<file path="src/sv/msf_pkg.sv">
// Shared types and constants for the mean shift pixel filter.
// Used by the top level, front, queue and back; depends on nothing.
package msf_pkg;

	// Coordinate width of the item port
	localparam int COORD_W = 7;
	// Signed width for window positions and clamped frame sizes
	localparam int POS_W = 14;

	// Register indexes of the configuration port
	localparam logic [2:0] REG_FRAME_WIDTH     = 3'd0;
	localparam logic [2:0] REG_FRAME_HEIGHT    = 3'd1;
	localparam logic [2:0] REG_SPATIAL_RADIUS  = 3'd2;
	localparam logic [2:0] REG_COLOR_RADIUS    = 3'd3;
	localparam logic [2:0] REG_ITERATION_LIMIT = 3'd4;

	// Item kinds
	localparam logic KIND_WRITE  = 1'b0;
	localparam logic KIND_FILTER = 1'b1;

	// Filter request handed from the front to the back
	typedef struct packed {
		logic [COORD_W-1:0] col;
		logic [COORD_W-1:0] row;
	} msf_item_t;

	// Status the front needs before it may commit a pixel write
	typedef struct packed {
		logic q_full;
		logic q_empty;
		logic back_busy;
	} msf_ctrl_t;

endpackage

</file>
<file path="src/sv/msf_front.sv">
// Front of the filter: accepts items, commits pixel writes, queues filter requests.
// Depends on msf_pkg.
module msf_front #(
	parameter int MAX_WIDTH  = 128,
	parameter int MAX_HEIGHT = 128
) (
	input  logic                                  clk,
	input  logic                                  arst_n,
	input  logic                                  item_valid,
	output logic                                  item_ready,
	input  logic                                  kind,
	input  logic [msf_pkg::COORD_W-1:0]           col,
	input  logic [msf_pkg::COORD_W-1:0]           row,
	input  logic [7:0]                            blue_in,
	input  logic [7:0]                            green_in,
	input  logic [7:0]                            red_in,
	input  msf_pkg::msf_ctrl_t                    ctrl,
	output logic                                  push,
	output msf_pkg::msf_item_t                    push_item,
	output logic                                  we,
	output logic [$clog2(MAX_WIDTH*MAX_HEIGHT)-1:0] waddr,
	output logic [23:0]                           wdata
);

	localparam int AW = $clog2(MAX_WIDTH * MAX_HEIGHT);

	logic                        hv_q;
	logic                        kind_q;
	logic [msf_pkg::COORD_W-1:0] col_q, row_q;
	logic [23:0]                 px_q;
	logic                        retire;

	// Retire the held item: a filter needs queue room, a write waits for the back to drain
	always_comb begin
		retire = 1'b0;
		if (hv_q) begin
			if (kind_q == msf_pkg::KIND_FILTER) begin
				retire = !ctrl.q_full;
			end else begin
				retire = ctrl.q_empty && !ctrl.back_busy;
			end
		end
	end

	assign item_ready     = !hv_q || retire;
	assign push           = retire && (kind_q == msf_pkg::KIND_FILTER);
	assign push_item.col  = col_q;
	assign push_item.row  = row_q;
	assign we             = retire && (kind_q == msf_pkg::KIND_WRITE)
				&& (32'(col_q) < MAX_WIDTH) && (32'(row_q) < MAX_HEIGHT);
	assign waddr          = AW'(32'(row_q) * MAX_WIDTH + 32'(col_q));
	assign wdata          = px_q;

	// Hold the accepted item
	always_ff @(posedge clk) begin
		if (item_valid && item_ready) begin
			kind_q <= kind;
			col_q  <= col;
			row_q  <= row;
			px_q   <= {red_in, green_in, blue_in};
		end
	end

	always_ff @(posedge clk or negedge arst_n) begin
		if (!arst_n) begin
			hv_q <= 1'b0;
		end else if (item_valid && item_ready) begin
			hv_q <= 1'b1;
		end else if (retire) begin
			hv_q <= 1'b0;
		end
	end

endmodule

</file>
<file path="config.mk">
export PLATFORM = sky130hd
export DESIGN_NAME = msf_front
export DESIGN_NICKNAME = d
export VERILOG_FILES = /design/src/sv/msf_pkg.sv /design/src/sv/msf_front.sv
export SDC_FILE = /design/constraint.sdc
export NUM_CORES = 1
export LEC_CHECK = 0
export ABC_AREA = 1
export BUFFER_PORTS_ARGS = -buffer_cell sky130_fd_sc_hd__buf_2
export CORE_MARGIN = 2
export CORE_UTILIZATION = 39
export DETAILED_ROUTE_END_ITERATION = 6
export GPL_TIMING_DRIVEN = 0
export PLACE_DENSITY = 0.78
export SETUP_SLACK_MARGIN = 0.2
export SLEW_MARGIN = 20
export SYNTH_ARGS = -nofsm -noshare
export SYNTH_HDL_FRONTEND = slang
export SYNTH_SLANG_ARGS = --single-unit
</file>
<file path="constraint.sdc">
create_clock -name clk -period 3.7 [get_ports clk]
set_input_delay 1.11 -clock clk [delete_from_list [all_inputs] [get_ports clk]]
set_output_delay 1.11 -clock clk [all_outputs]
set_load 0.01 [all_outputs]
</file>
==> reports/qor.yml <==
critPathCaptureType: "output port"
hold_buffers: 0
crit_path_max_incr_delay_ps: 160
antenna_found_initial: 0
cts_setup_buffers: 0
io_buffers: 99
dpl-instance-area_um2: 1950
clockBufferDepth: 2
cts.sink_count: 40
clock_latency_ps: 340
fillers: 297
crit_family: "buffers and inverters"
cp_max_fo: 2
core_region_area_um2: 3360
start_kind: "input pin"
drive_above_1_share_pct: 69.5
post_drt_wl_per_cell_um: 12.7
setup_violations: 0
final_cell_mix: "99 x buf_2, 39 x edfxtp_1, 14 x buf_4"
final_common_cell: "buf_2"
dp.cells: 215
required_ps: 2590
clkTransAtPathRegs_ps: 110
dieArea_um2: 4000
finalSetupTns_ps: 0
drtAntennaViolNets: 0
grt_use_total_pct: 14.3
clockRootBuffer: "clkbuf_4"
num-nets-final: 221
grt_overflow: 0
ys_ff_latch: 40
grt_pass1_wl_mm: 4.15
pwr-share-comb_pct: 12.7
yosysWarnings: 0
drt_iter0_markers: 25
synth_nets: 114
skew_ps: 11.4
fmax_mhz: 356
syn_inst: 69
cts_tree: "yes"
cpMostUsedCell: "buf_2"
n_antenna_cell: 0
ys_types: 8
fin_crit_ps: 2810
num_rows: 21
fin_crit_sh_pct: 75.9
drc: 0
yosys.area.top_type: "edfxtp_1"
cap_violations: 0
outcome: "completed"
cts.repair.resized: 0
initial_core_util_pct: 40.7
syn_area_per_cell_um2: 19.8
worst_slew_pin_slew_ps: 357
maxSlewHeadroom_pct: 76.1
cp_data_arrival_time_ps: 1700
syn_area_um2: 1370
fin_hold_ws_ps: 525
pwr-share-clk_pct: 25.1
p_switching_w: 0.000206
fin_area_um2: 2010
vias: 956
fin_cells: 223
final_util_pct: 59.6
path_cells: "buf_2 -> inv_1 -> nand3b_1 -> nor2_1 -> buf_2"
switching_share_pct: 23.9
worst-setup-path-type: "in -> out"
seq_area_um2: 1200
synth_area_leaders: "edfxtp_1 86%, buf_4 7.7%, dfrtp_1 1.8%"
gp_congestion: 0.705
die_w_um: 63.2
rsz0062_at_grt: "no"
slew_violations: 0
p_per_area_nw_per_um2: 431
hold_viol: 0
ir_worst_vdd_v: 0.000298
p_int_w: 0.000659
htreeDepth: 2
p_leak_nw: 0.929
routed_via_density: 4.29
hp-class: "in -> async"
ys_seq_area_share_pct: 87.5
grt_max_degree: 30
multiInputGateArea_um2: 58.8
path_buf_inv: 3
pwr-share-seq_pct: 62.2
grt_pass1_vias: 977
area_growth_pct: 46.7
die_h_um: 63.2
pin_count: 100
slowest_stage: "nor2_1"
first_pass_iters: 4
routed_wl_mm: 2.83
synth_top_area_share_pct: 85.6
numCtsBuffers: 5
-- kinds of logic (layout without fill, tap and decap cells) --
group	after synthesis	in the layout	share of synthesized area (%)
buffers and inverters	18	126	8.78
AND/OR/NAND/NOR	11	11	3.75
flip-flops	40	40	87.5
-- metrics by stage --
step,power (W),setup WS (ps)
6_report,0.000865,892
2_1_floorplan,0.000595,284
4_1_cts,0.000874,921
3_3_place_gp,0.000650,-284
5_1_grt,0.000899,831
3_5_place_dp,0.000659,924
-- power by group through the flow --
stage / logic (W) / clock network, W / registers, W
floorplan: 0.0000322 / 0 / 0.000563
global placement: 0.000101 / 0 / 0.000549
detailed placement: 0.000111 / 0 / 0.000548
CTS: 0.000111 / 0.000225 / 0.000538
global route: 0.000119 / 0.000239 / 0.000541
finish: 0.000110 / 0.000217 / 0.000538
-- synth_stat cells --
library cell   n
nand2_1        4
buf_4         14
edfxtp_1      39
nor2_1         5
dfrtp_1        1
inv_1          4
nand3b_1       1
nand3_2        1
-- flip-flops by register name, indices dropped and copies added, names as in the netlist --
register and flops:
wdata 24, kind_q 1, col_q 7, hv_q 1
row_q 7
-- worst paths after layout --
path / startpoint / to / slack, ps / depth (start not counted)
min: arst_n / hv_q / 530 / 1
max in group asynchronous: arst_n / hv_q / 3090 / 1
min in group clk: hv_q / hv_q / 610 / 2
min reg2reg: hv_q / hv_q / 610 / 2
max reg2reg: kind_q / row_q[1] / 2230 / 4
max: ctrl[0] / we / 890 / 5
-- metal layers --
layer	up-vias	track usage [%]	part of all wire, %
met5	-	0	0
met4	0	6.52	2.2
met3	6	9.46	15
met2	75	25.0	51
met1	429	12.4	32
li1	446	-	-
-- area by class of cell --
class	instances	area share (%)
Clock buffer	6	2.06
Sequential cell	40	59.6
Tap cell	46	2.87
Inverter	4	0.749
Clock inverter	2	0.811
Timing Repair Buffer	100	25.7
Multi-Input combinational cell	11	2.93
Buffer	14	5.24
Power figures use the tool's default switching activity.
