<file path="src/sv/msf_pkg.sv">
// Shared types and constants for the mean shift pixel filter.
// Used by the top level, front, queue and back; depends on nothing.
package msf_pkg;

	// Coordinate width of the item port
	localparam int COORD_W = 7;
	// Signed width for window positions and clamped frame sizes
	localparam int POS_W = 14;

	// Register indexes of the configuration port
	localparam logic [2:0] REG_FRAME_WIDTH     = 3'd0;
	localparam logic [2:0] REG_FRAME_HEIGHT    = 3'd1;
	localparam logic [2:0] REG_SPATIAL_RADIUS  = 3'd2;
	localparam logic [2:0] REG_COLOR_RADIUS    = 3'd3;
	localparam logic [2:0] REG_ITERATION_LIMIT = 3'd4;

	// Item kinds
	localparam logic KIND_WRITE  = 1'b0;
	localparam logic KIND_FILTER = 1'b1;

	// Filter request handed from the front to the back
	typedef struct packed {
		logic [COORD_W-1:0] col;
		logic [COORD_W-1:0] row;
	} msf_item_t;

	// Status the front needs before it may commit a pixel write
	typedef struct packed {
		logic q_full;
		logic q_empty;
		logic back_busy;
	} msf_ctrl_t;

endpackage

</file>
<file path="src/sv/msf_queue.sv">
// Short request queue between the front and the back of the filter.
// Depends on msf_pkg for the item type.
module msf_queue #(
	parameter int DEPTH = 2
) (
	input  logic               clk,
	input  logic               arst_n,
	input  logic               push,
	input  msf_pkg::msf_item_t push_item,
	input  logic               pop,
	output msf_pkg::msf_item_t head,
	output logic               full,
	output logic               empty
);

	localparam int PW = (DEPTH > 1) ? $clog2(DEPTH) : 1;
	localparam int CW = $clog2(DEPTH + 1);

	msf_pkg::msf_item_t slot_q [DEPTH];
	logic [PW-1:0] wr_q, rd_q;
	logic [CW-1:0] cnt_q;

	assign full  = (cnt_q == CW'(DEPTH));
	assign empty = (cnt_q == '0);
	assign head  = slot_q[rd_q];

	// Store pushed entries
	always_ff @(posedge clk) begin
		if (push && !full) begin
			slot_q[wr_q] <= push_item;
		end
	end

	// Advance pointers and count
	always_ff @(posedge clk or negedge arst_n) begin
		if (!arst_n) begin
			wr_q  <= '0;
			rd_q  <= '0;
			cnt_q <= '0;
		end else begin
			if (push && !full) begin
				wr_q <= (wr_q == PW'(DEPTH - 1)) ? '0 : wr_q + PW'(1);
			end
			if (pop && !empty) begin
				rd_q <= (rd_q == PW'(DEPTH - 1)) ? '0 : rd_q + PW'(1);
			end
			unique case ({push && !full, pop && !empty})
				2'b10:   cnt_q <= cnt_q + CW'(1);
				2'b01:   cnt_q <= cnt_q - CW'(1);
				default: cnt_q <= cnt_q;
			endcase
		end
	end

endmodule

</file>
<file path="config.mk">
export PLATFORM = sky130hd
export DESIGN_NAME = msf_queue
export DESIGN_NICKNAME = d
export VERILOG_FILES = /design/src/sv/msf_pkg.sv /design/src/sv/msf_queue.sv
export SDC_FILE = /design/constraint.sdc
export NUM_CORES = 1
export LEC_CHECK = 0
export BUFFER_PORTS_ARGS = -buffer_cell sky130_fd_sc_hd__buf_2
export CAP_MARGIN = 20
export CORE_ASPECT_RATIO = 0.8
export CORE_MARGIN = 2
export CORE_UTILIZATION = 54
export CTS_CLUSTER_SIZE = 30
export DETAILED_ROUTE_END_ITERATION = 7
export PLACE_DENSITY_LB_ADDON = 0.15
export SLEW_MARGIN = 20
export SYNTH_ARGS = -nofsm -noshare
export SYNTH_HDL_FRONTEND = slang
export SYNTH_SLANG_ARGS = --single-unit
</file>
<file path="constraint.sdc">
create_clock -name clk -period 5.21 [get_ports clk]
set_clock_uncertainty 0.15 [all_clocks]
set_input_delay 1.563 -clock clk [delete_from_list [all_inputs] [get_ports clk]]
set_output_delay 1.563 -clock clk [all_outputs]
set_load 0.01 [all_outputs]
</file>
==> results.json, run 1 <==
{
  "crit_path_end_kind": "primary output",
  "relSlewSlack_pct": 48.1,
  "coreArea_um2": 2180,
  "ctsHoldBuffers": 0,
  "drt-total-wl_mm": 1.70,
  "num_vias": 626,
  "yosys_warnings": 0,
  "grt_pass1_wl_mm": 2.62,
  "ys_async_sr_fraction_pct": 12.5,
  "cts_made_buffers": 5,
  "worst_slew_pin_slew_ps": 778,
  "grtUsageTotal_pct": 14.5,
  "rows": 15,
  "synth.most_common_cell": "edfxtp_1",
  "clock-sinks": 32,
  "nets": 120,
  "dp_slack_ps": 2090,
  "final_max_slew_viol_count": 0,
  "yosys.area.top_type": "edfxtp_1",
  "areaGrowthSynthToFinish_pct": 18.5,
  "status": "finished clean",
  "io_pins": 34,
  "htreeDepth": 2,
  "worstSkewPairLatency_ps": 310,
  "fp.dieH_um": 47.1,
  "antenna_cells": 0,
  "syn_area_um2": 1250,
  "finalSetupViolCount": 0,
  "max-cap-violations": 0,
  "yosys-top-cells-count": "edfxtp_1 (28), mux2_4 (9), mux2_2 (5)",
  "cp.required_ps": 3500,
  "drt_iter0_drc": 16,
  "drt-vias-per-instance": 4.97,
  "min_path_cells": 1,
  "vdd_ir_drop_max_mv": 0.428,
  "hp-class": "reg -> reg",
  "grt_pass1_vias": 595,
  "setup_ws_ps": 1770,
  "cts_tree": "built",
  "drc_errors": 0,
  "worstHoldEndpoint": "wr_q",
  "r2r_slack_ps": 3460,
  "cp-start-kind": "flop",
  "grt_max_degree": 16,
  "syn_avg_cell_area_um2": 20.2,
  "reg2reg_depth": 4,
  "fin_crit_sh_pct": 66.0,
  "port_buffers": 33,
  "die_x_um": 57.9,
  "cts_buffer_depth": 2,
  "routabilityCongestion": 0.633,
  "criticalPathCategory": "reg -> out",
  "synth_edf_count": 28,
  "r2r_start": "cnt_q[0]",
  "synth.area.top_cells": "edfxtp_1 (67%), mux2_4 (11%), dfrtp_1 (8.0%)",
  "drive_gt1_share_pct": 54.5,
  "tns_ps": 0,
  "syn_nets": 81,
  "drtAntennaViolNets": 0,
  "grt_overflow": 0,
  "critPathMaxFanout": 15,
  "p_total_uw": 802,
  "die_area_um2": 2730,
  "rsz0062_at_grt": "no",
  "crit_arrival_ps": 1720,
  "pwr_density_cell_nw_per_um2": 539,
  "syn_inst": 62,
  "post-cts-setup-buffers": 0,
  "ctsResizeCount": 0,
  "start_util_pct": 57.6,
  "r2r_end": "slot_q[0][2]",
  "routedWlPerCell_um": 13.5,
  "synth_top_cell_area_share_pct": 67.0,
  "ys_ff_latch": 32,
  "antenna_found_initial": 0,
  "synth-main-ff-cell": "edfxtp_1",
  "fin_crit_ps": 3440,
  "clk_pin_slew_ps": 90,
  "ys_types": 15,
  "p_leak_nw": 0.620,
  "ys_seq_area_share_pct": 75.0,
  "max_freq_ghz": 0.291,
  "clock-root-buffer": "clkbuf_4",
  "worstHoldStart": "wr_q",
  "dr.pass1.iters": 4,
  "hold_viol_final": 0,
  "dp_hpwl_mm": 1.18
}
-- critical path, cell delays in order, from the launching register on --
cell and delay [ps]:
dfrtp_1 860, mux2_2 410, buf_2 140
-- layout make-up --
cell class	instances	area (µm²)
Multi-Input combinational cell	27	284
Tap cell	25	31.3
Clock buffer	6	51.3
Inverter	1	3.75
Timing Repair Buffer	34	173
Sequential cell	32	941
Clock inverter	1	3.75
Fill cell	160	689
-- cells in the final DEF, fill, tap and decap left out, drive strengths merged --
cell	count
dfrtp	4
nor2	3
mux2	14
edfxtp	28
xor2	2
clkbuf	6
buf	34
nand2b	1
nor2b	1
nand2	1
xnor2	3
and3	1
clkinv	1
inv	1
ha	1
-- cell families after synthesis --
family / synth area share [%]
XOR/XNOR: 3.49
adder cells (fa/ha/maj): 0.997
multiplexers: 15.3
flip-flops: 75.0
buffers and inverters: 2.39
AND/OR/NAND/NOR: 2.89
-- metal layers --
layer	global-route usage (%)	share of wire, %
met1	16.0	42
met2	23.6	50
met3	6.06	7.1
met4	9.77	0.82
met5	0	0
-- worst max-delay path by stage --
stage	from	to	slack, ps	cells after the start
final	rd_q	head[11]	1770	2
after global routing	rd_q	head[11]	1660	2
after CTS	rd_q	head[11]	1730	2
after detailed placement	rd_q	head[11]	2090	2
after global placement	rd_q	head[6]	2120	2
after floorplan	push	slot_q[0][0]	2410	2
-- where the power goes --
group,internal (mW),switching (mW),total [mW]
combinational,0.145,0.114,0.260
sequential,0.355,0.0515,0.406
clock,0.0618,0.0749,0.137
-- registers in the layout, summed over array words and instances (netlist names) --
register and cells:
wr_q 1, slot_q 28, rd_q 1, cnt_q 2
-- through the flow --
step                      hold WS (ps)  std cells  utilization (%)  instance area, µm²
final                              362        126             68.3                1490
after CTS                          364        126             68.3                1490
after global routing               373        126             68.3                1490
after floorplan                    311         62                -                1250
after global placement             333        119             65.8                1430
after detailed placement           345        119             65.8                1430
Power figures use the tool's default switching activity.
==> inputs of run 2 (changes only) <==
--- a/config.mk
+++ b/config.mk
@@ -9,7 +9,7 @@
 export CAP_MARGIN = 20
 export CORE_ASPECT_RATIO = 0.8
 export CORE_MARGIN = 2
-export CORE_UTILIZATION = 54
+export CORE_UTILIZATION = 45
 export CTS_CLUSTER_SIZE = 30
 export DETAILED_ROUTE_END_ITERATION = 7
 export PLACE_DENSITY_LB_ADDON = 0.15
==> constraint.sdc (replaced) <==
create_clock -name clk -period 2.8 [get_ports clk]
set_clock_uncertainty 0.15 [all_clocks]
set_input_delay 0.84 -clock clk [delete_from_list [all_inputs] [get_ports clk]]
set_output_delay 0.84 -clock clk [all_outputs]
set_load 0.01 [all_outputs]
==> results.json, run 2 (same netlist as run 1, synthesis figures left out) <==
{
  "status": "finished clean",
  "rsz0062_at_grt": "no",
  "drt-vias-per-instance": 4.57,
  "finalSetupViolCount": 0,
  "grt_max_degree": 15,
  "fin_crit_sh_pct": 88.0,
  "drc_errors": 0,
  "drtAntennaViolNets": 0,
  "ctsHoldBuffers": 0,
  "tns_ps": 0,
  "grtUsageTotal_pct": 12.7,
  "antenna_found_initial": 0,
  "antenna_cells": 0,
  "cp.required_ps": 1810,
  "criticalPathCategory": "reg -> out",
  "final_cell_mix": "buf_2 (33), edfxtp_1 (28), mux2_4 (9), mux2_2 (5), clkbuf_4 (5)",
  "cts_made_buffers": 5,
  "grt_pass1_wl_mm": 2.85,
  "die_x_um": 63.0,
  "die_area_um2": 3230,
  "io_pins": 34,
  "cpMaxStageDelayCell": "dfrtp_1",
  "reg_top3": "slot_q x28, cnt_q x2",
  "clk_pin_slew_ps": 90,
  "post-cts-setup-buffers": 0,
  "crit_path_end_kind": "primary output",
  "areaGrowthSynthToFinish_pct": 20.9,
  "vdd_ir_drop_max_mv": 0.603,
  "fp.dieH_um": 51.2,
  "p_leak_nw": 0.631,
  "max_freq_ghz": 0.406,
  "final_max_slew_viol_count": 0,
  "cp-start-kind": "flop",
  "relSlewSlack_pct": 52.5,
  "worstSkewPairLatency_ps": 310,
  "drive_gt1_share_pct": 56.3,
  "drt_iter0_drc": 7,
  "dp_hpwl_mm": 1.26,
  "routedWlPerCell_um": 13.0,
  "pwr_density_cell_nw_per_um2": 997,
  "cts_tree": "built",
  "ctsResizeCount": 0,
  "largest_reg_flops": 28,
  "num_vias": 645,
  "start_util_pct": 46.5,
  "fillers": 235,
  "crit_arrival_ps": 1470,
  "nets": 121,
  "clock-sinks": 32,
  "max_stage_delay_ps": 370,
  "cts_buffer_depth": 2,
  "cp_cell_sequence": "buf_4 -> mux2_2 -> buf_2",
  "clock-root-buffer": "clkbuf_4",
  "worst_slew_pin_slew_ps": 713,
  "max-cap-violations": 0,
  "drt-total-wl_mm": 1.83,
  "port_buffers": 33,
  "p_total_mw": 1.51,
  "fin_crit_ps": 2460,
  "htreeDepth": 2,
  "grt_pass1_vias": 608,
  "hold_viol_final": 0,
  "regMostFlops": "slot_q",
  "critPathMaxFanout": 14,
  "layout_commonest_cell": "buf_2",
  "coreArea_um2": 2700,
  "rows": 17,
  "grt_overflow": 0,
  "dr.pass1.iters": 3,
  "hp-class": "in -> async",
  "routabilityCongestion": 0.599
}
run 2: final timing paths:
| path | slack (ps) | endpoint | from | cells past startpoint |
|---|---|---|---|---|
| setup / recovery | 340 | head[10] | rd_q | 3 |
| hold / removal | 160 | rd_q | arst_n | 1 |
| setup reg to reg | 1080 | slot_q[1][4] | cnt_q[0] | 2 |
| hold reg to reg | 370 | wr_q | wr_q | 1 |
| max in group asynchronous | 2210 | cnt_q[0] | arst_n | 1 |
| min in group clk | 370 | wr_q | wr_q | 1 |
run 2: metal layers:
| layer | GRT usage [%] | up-vias | part of all wire, % |
|---|---|---|---|
| met3 | 6.61 | 6 | 7.7 |
| met5 | 0 | - | 0 |
| li1 | - | 313 | - |
| met1 | 14.3 | 304 | 42 |
| met4 | 6.67 | 0 | 2.4 |
| met2 | 19.9 | 22 | 48 |
run 2: final cells by class:
class	count	area, µm²	share of cell area, %
flip-flops and latches	32	941	62.0
multi-input cells	27	284	18.7
repair buffers	35	180	11.9
clock buffers	6	51.3	3.38
well taps	38	47.5	3.13
clock inverters	2	10.0	0.660
inverters	1	3.75	0.247
run 2: through the flow:
step	cells	instance area [µm²]	hold slack, ps	worst slack [ps]	utilization, %
3_5_place_dp	133	1460	357	677	53.9
2_1_floorplan	62	1250	311	720	-
4_1_cts	141	1520	137	299	56.2
5_1_grt	141	1520	140	233	56.2
3_3_place_gp	133	1460	332	683	53.9
6_report	141	1520	157	337	56.2
run 2: critical path: cells and delay by family, from the launching register on:
kind	cells	cell delay, ps
muxes	1	370
buffers and inverters	2	410
DFF	1	370
run 2: power breakdown:
group / leakage (nW) / internal [mW] / switching, mW
clock network: 0.0380 / 0.119 / 0.141
logic: 0.287 / 0.276 / 0.267
registers: 0.307 / 0.661 / 0.0483
==> inputs of run 3 (changes only) <==
--- a/config.mk
+++ b/config.mk
@@ -5,11 +5,14 @@
 export SDC_FILE = /design/constraint.sdc
 export NUM_CORES = 1
 export LEC_CHECK = 0
+export ABC_AREA = 1
 export BUFFER_PORTS_ARGS = -buffer_cell sky130_fd_sc_hd__buf_2
 export CAP_MARGIN = 20
+export CELL_PAD_IN_SITES_DETAIL_PLACEMENT = 0
+export CELL_PAD_IN_SITES_GLOBAL_PLACEMENT = 1
 export CORE_ASPECT_RATIO = 0.8
 export CORE_MARGIN = 2
-export CORE_UTILIZATION = 45
+export CORE_UTILIZATION = 36
 export CTS_CLUSTER_SIZE = 30
 export DETAILED_ROUTE_END_ITERATION = 7
 export PLACE_DENSITY_LB_ADDON = 0.15
==> results.json, run 3 <==
{
  "antenna_cells": 0,
  "relSlewSlack_pct": 61.4,
  "switchingPower_uw": 568,
  "ys_async_sr_fraction_pct": 12.5,
  "grt_overflow": 0,
  "layout.cells.non_filler": 187,
  "synth_top_cell_area_share_pct": 65.9,
  "crit_arrival_ps": 1470,
  "regMostFlops": "slot_q",
  "vdd_ir_drop_max_mv": 0.495,
  "syn_inst": 106,
  "antenna_found_initial": 0,
  "grt_pass1_wl_mm": 3.70,
  "layout_commonest_cell": "nand2_1",
  "clock-root-buffer": "clkbuf_8",
  "cts_buffer_depth": 2,
  "drtAntennaViolNets": 0,
  "drive_gt1_share_pct": 33.1,
  "nets": 163,
  "cp.required_ps": 1810,
  "r2r_slack_ps": 1190,
  "p_total_mw": 1.60,
  "fillers": 325,
  "routabilityCongestion": 0.697,
  "reg_top3": "slot_q x28, cnt_q x2",
  "dr.pass1.iters": 4,
  "num_vias": 826,
  "start_util_pct": 37.5,
  "r2r_end": "slot_q[0][10]",
  "internal_power_mw": 1.03,
  "power.share.sequential_pct": 46.3,
  "synth.most_common_cell": "nand2_1",
  "grt_max_degree": 17,
  "clk_pin_slew_ps": 60,
  "io_pins": 34,
  "final_max_slew_viol_count": 0,
  "drt-total-wl_mm": 2.28,
  "die_area_um2": 4040,
  "rows": 19,
  "drt_iter0_drc": 54,
  "cts_tree": "built",
  "tns_ps": 0,
  "p_leak_nw": 0.713,
  "dp_hpwl_mm": 1.54,
  "syn_area_um2": 1270,
  "max-cap-violations": 0,
  "post-cts-setup-buffers": 0,
  "routedWlPerCell_um": 12.2,
  "coreArea_um2": 3400,
  "criticalPathCategory": "reg -> out",
  "ctsHoldBuffers": 0,
  "worstSkewPairLatency_ps": 280,
  "areaGrowthSynthToFinish_pct": 21.6,
  "fin_area_um2": 1550,
  "ys_ff_latch": 32,
  "fin_crit_ps": 2460,
  "synth-main-ff-cell": "edfxtp_1",
  "synth_edf_count": 28,
  "max_freq_ghz": 0.407,
  "ctsResizeCount": 0,
  "placedCellCount": 179,
  "pwr-share-clk_pct": 20.7,
  "fin_crit_sh_pct": 87.7,
  "ys_seq_area_share_pct": 73.8,
  "final_cell_mix": "nand2_1 (49), buf_2 (33), edfxtp_1 (28), inv_1 (6), clkbuf_8 (5)",
  "fp.dieH_um": 57.2,
  "hold_viol_final": 0,
  "htreeDepth": 2,
  "drc_errors": 0,
  "yosys_warnings": 0,
  "critPathMaxFanout": 16,
  "r2r_start": "cnt_q[1]",
  "synth.area.top_cells": "edfxtp_1 (66%), nand2_1 (14%), dfrtp_1 (7.9%)",
  "pwr-share-comb_pct": 33.1,
  "worst_slew_pin_slew_ps": 578,
  "finalSetupViolCount": 0,
  "power.share.switching_pct": 35.6,
  "largest_reg_flops": 28,
  "syn_nets": 125,
  "status": "finished clean",
  "yosys.area.top_type": "edfxtp_1",
  "port_buffers": 33,
  "grtUsageTotal_pct": 12.6,
  "ys_types": 16,
  "pwr_density_cell_nw_per_um2": 1030,
  "rsz0062_at_grt": "no",
  "clock-sinks": 32,
  "drt-vias-per-instance": 4.42,
  "die_x_um": 70.5,
  "cts_made_buffers": 5,
  "crit_path_end_kind": "primary output",
  "grt_pass1_vias": 804,
  "syn_avg_cell_area_um2": 12.0,
  "reg2reg_depth": 5,
  "place_area_um2": 1470,
  "yosys-top-cells-count": "nand2_1 (49), edfxtp_1 (28), inv_1 (6)",
  "cp-start-kind": "flop",
  "hp-class": "in -> async"
}
## run 3: cell count changes after synthesis, moves of 3 or more
cell     change
inv_1        +5
nand3_1      +3
mux2_2       -5
mux2_4       -9
nand2_1     +48
nand2_2      +3
inv_2        +3
## run 3: area by class of cell
class	instances	area [µm²]	area share (%)
timing repair buffer	34	173	11.1
sequential	32	941	60.7
multi-input combinational	61	264	17.0
clock buffer	7	76.3	4.92
tap	42	52.6	3.39
inverter	10	40.0	2.58
clock inverter	1	3.75	0.242
## run 3: routing by layer
layer	vias to the layer above	share of wire [%]	GRT usage [%]
met5	-	0	0
met3	6	6.7	4.77
met2	22	45	18.7
li1	421	-	-
met4	0	2.3	8.09
met1	377	46	15.5
## run 3: power by group through the flow
| stage | clock [mW] | combinational (mW) | sequential (mW) |
|---|---|---|---|
| final | 0.329 | 0.528 | 0.738 |
| after detailed placement | 0 | 0.541 | 0.750 |
| after global routing | 0.360 | 0.602 | 0.754 |
| after global placement | 0 | 0.534 | 0.746 |
| after CTS | 0.342 | 0.541 | 0.741 |
| after floorplan | 0 | 0.408 | 0.704 |
## run 3: worst max-delay path, stage by stage (launching register included)
cell	delay [ps]
dfrtp_1	710
inv_4	180
nand2_1	100
nand2_1	60
buf_2	140
## run 3: cell families (layout without fill, tap and decap cells)
family	Yosys count	count (layout)	synth area share (%)
adders and majority gates	1	1	0.981
xor gates and xnor gates	1	1	0.687
buffers and inverters	13	52	5.50
DFF	32	32	73.8
AOI/OAI and AO/OA	1	1	0.687
and+or+nand+nor	58	58	18.4
## run 3: through the flow
step / hold slack (ps) / utilization (%) / setup slack [ps]
after floorplan: 300 / - / 749
after global placement: 313 / 43.2 / 643
after detailed placement: 329 / 43.2 / 622
after CTS: 203 / 45.6 / 306
after global routing: 207 / 45.6 / 205
final: 209 / 45.6 / 345
## run 3: how the worst max path moves through the flow
stage               startpoint            to  slack (ps)  cells past startpoint
floorplan                 push  slot_q[1][0]         750                      2
global placement          rd_q      head[10]         640                      4
detailed placement        rd_q       head[8]         620                      4
CTS                       rd_q       head[8]         310                      4
global route              rd_q      head[11]         210                      4
finish                    rd_q       head[0]         340                      4
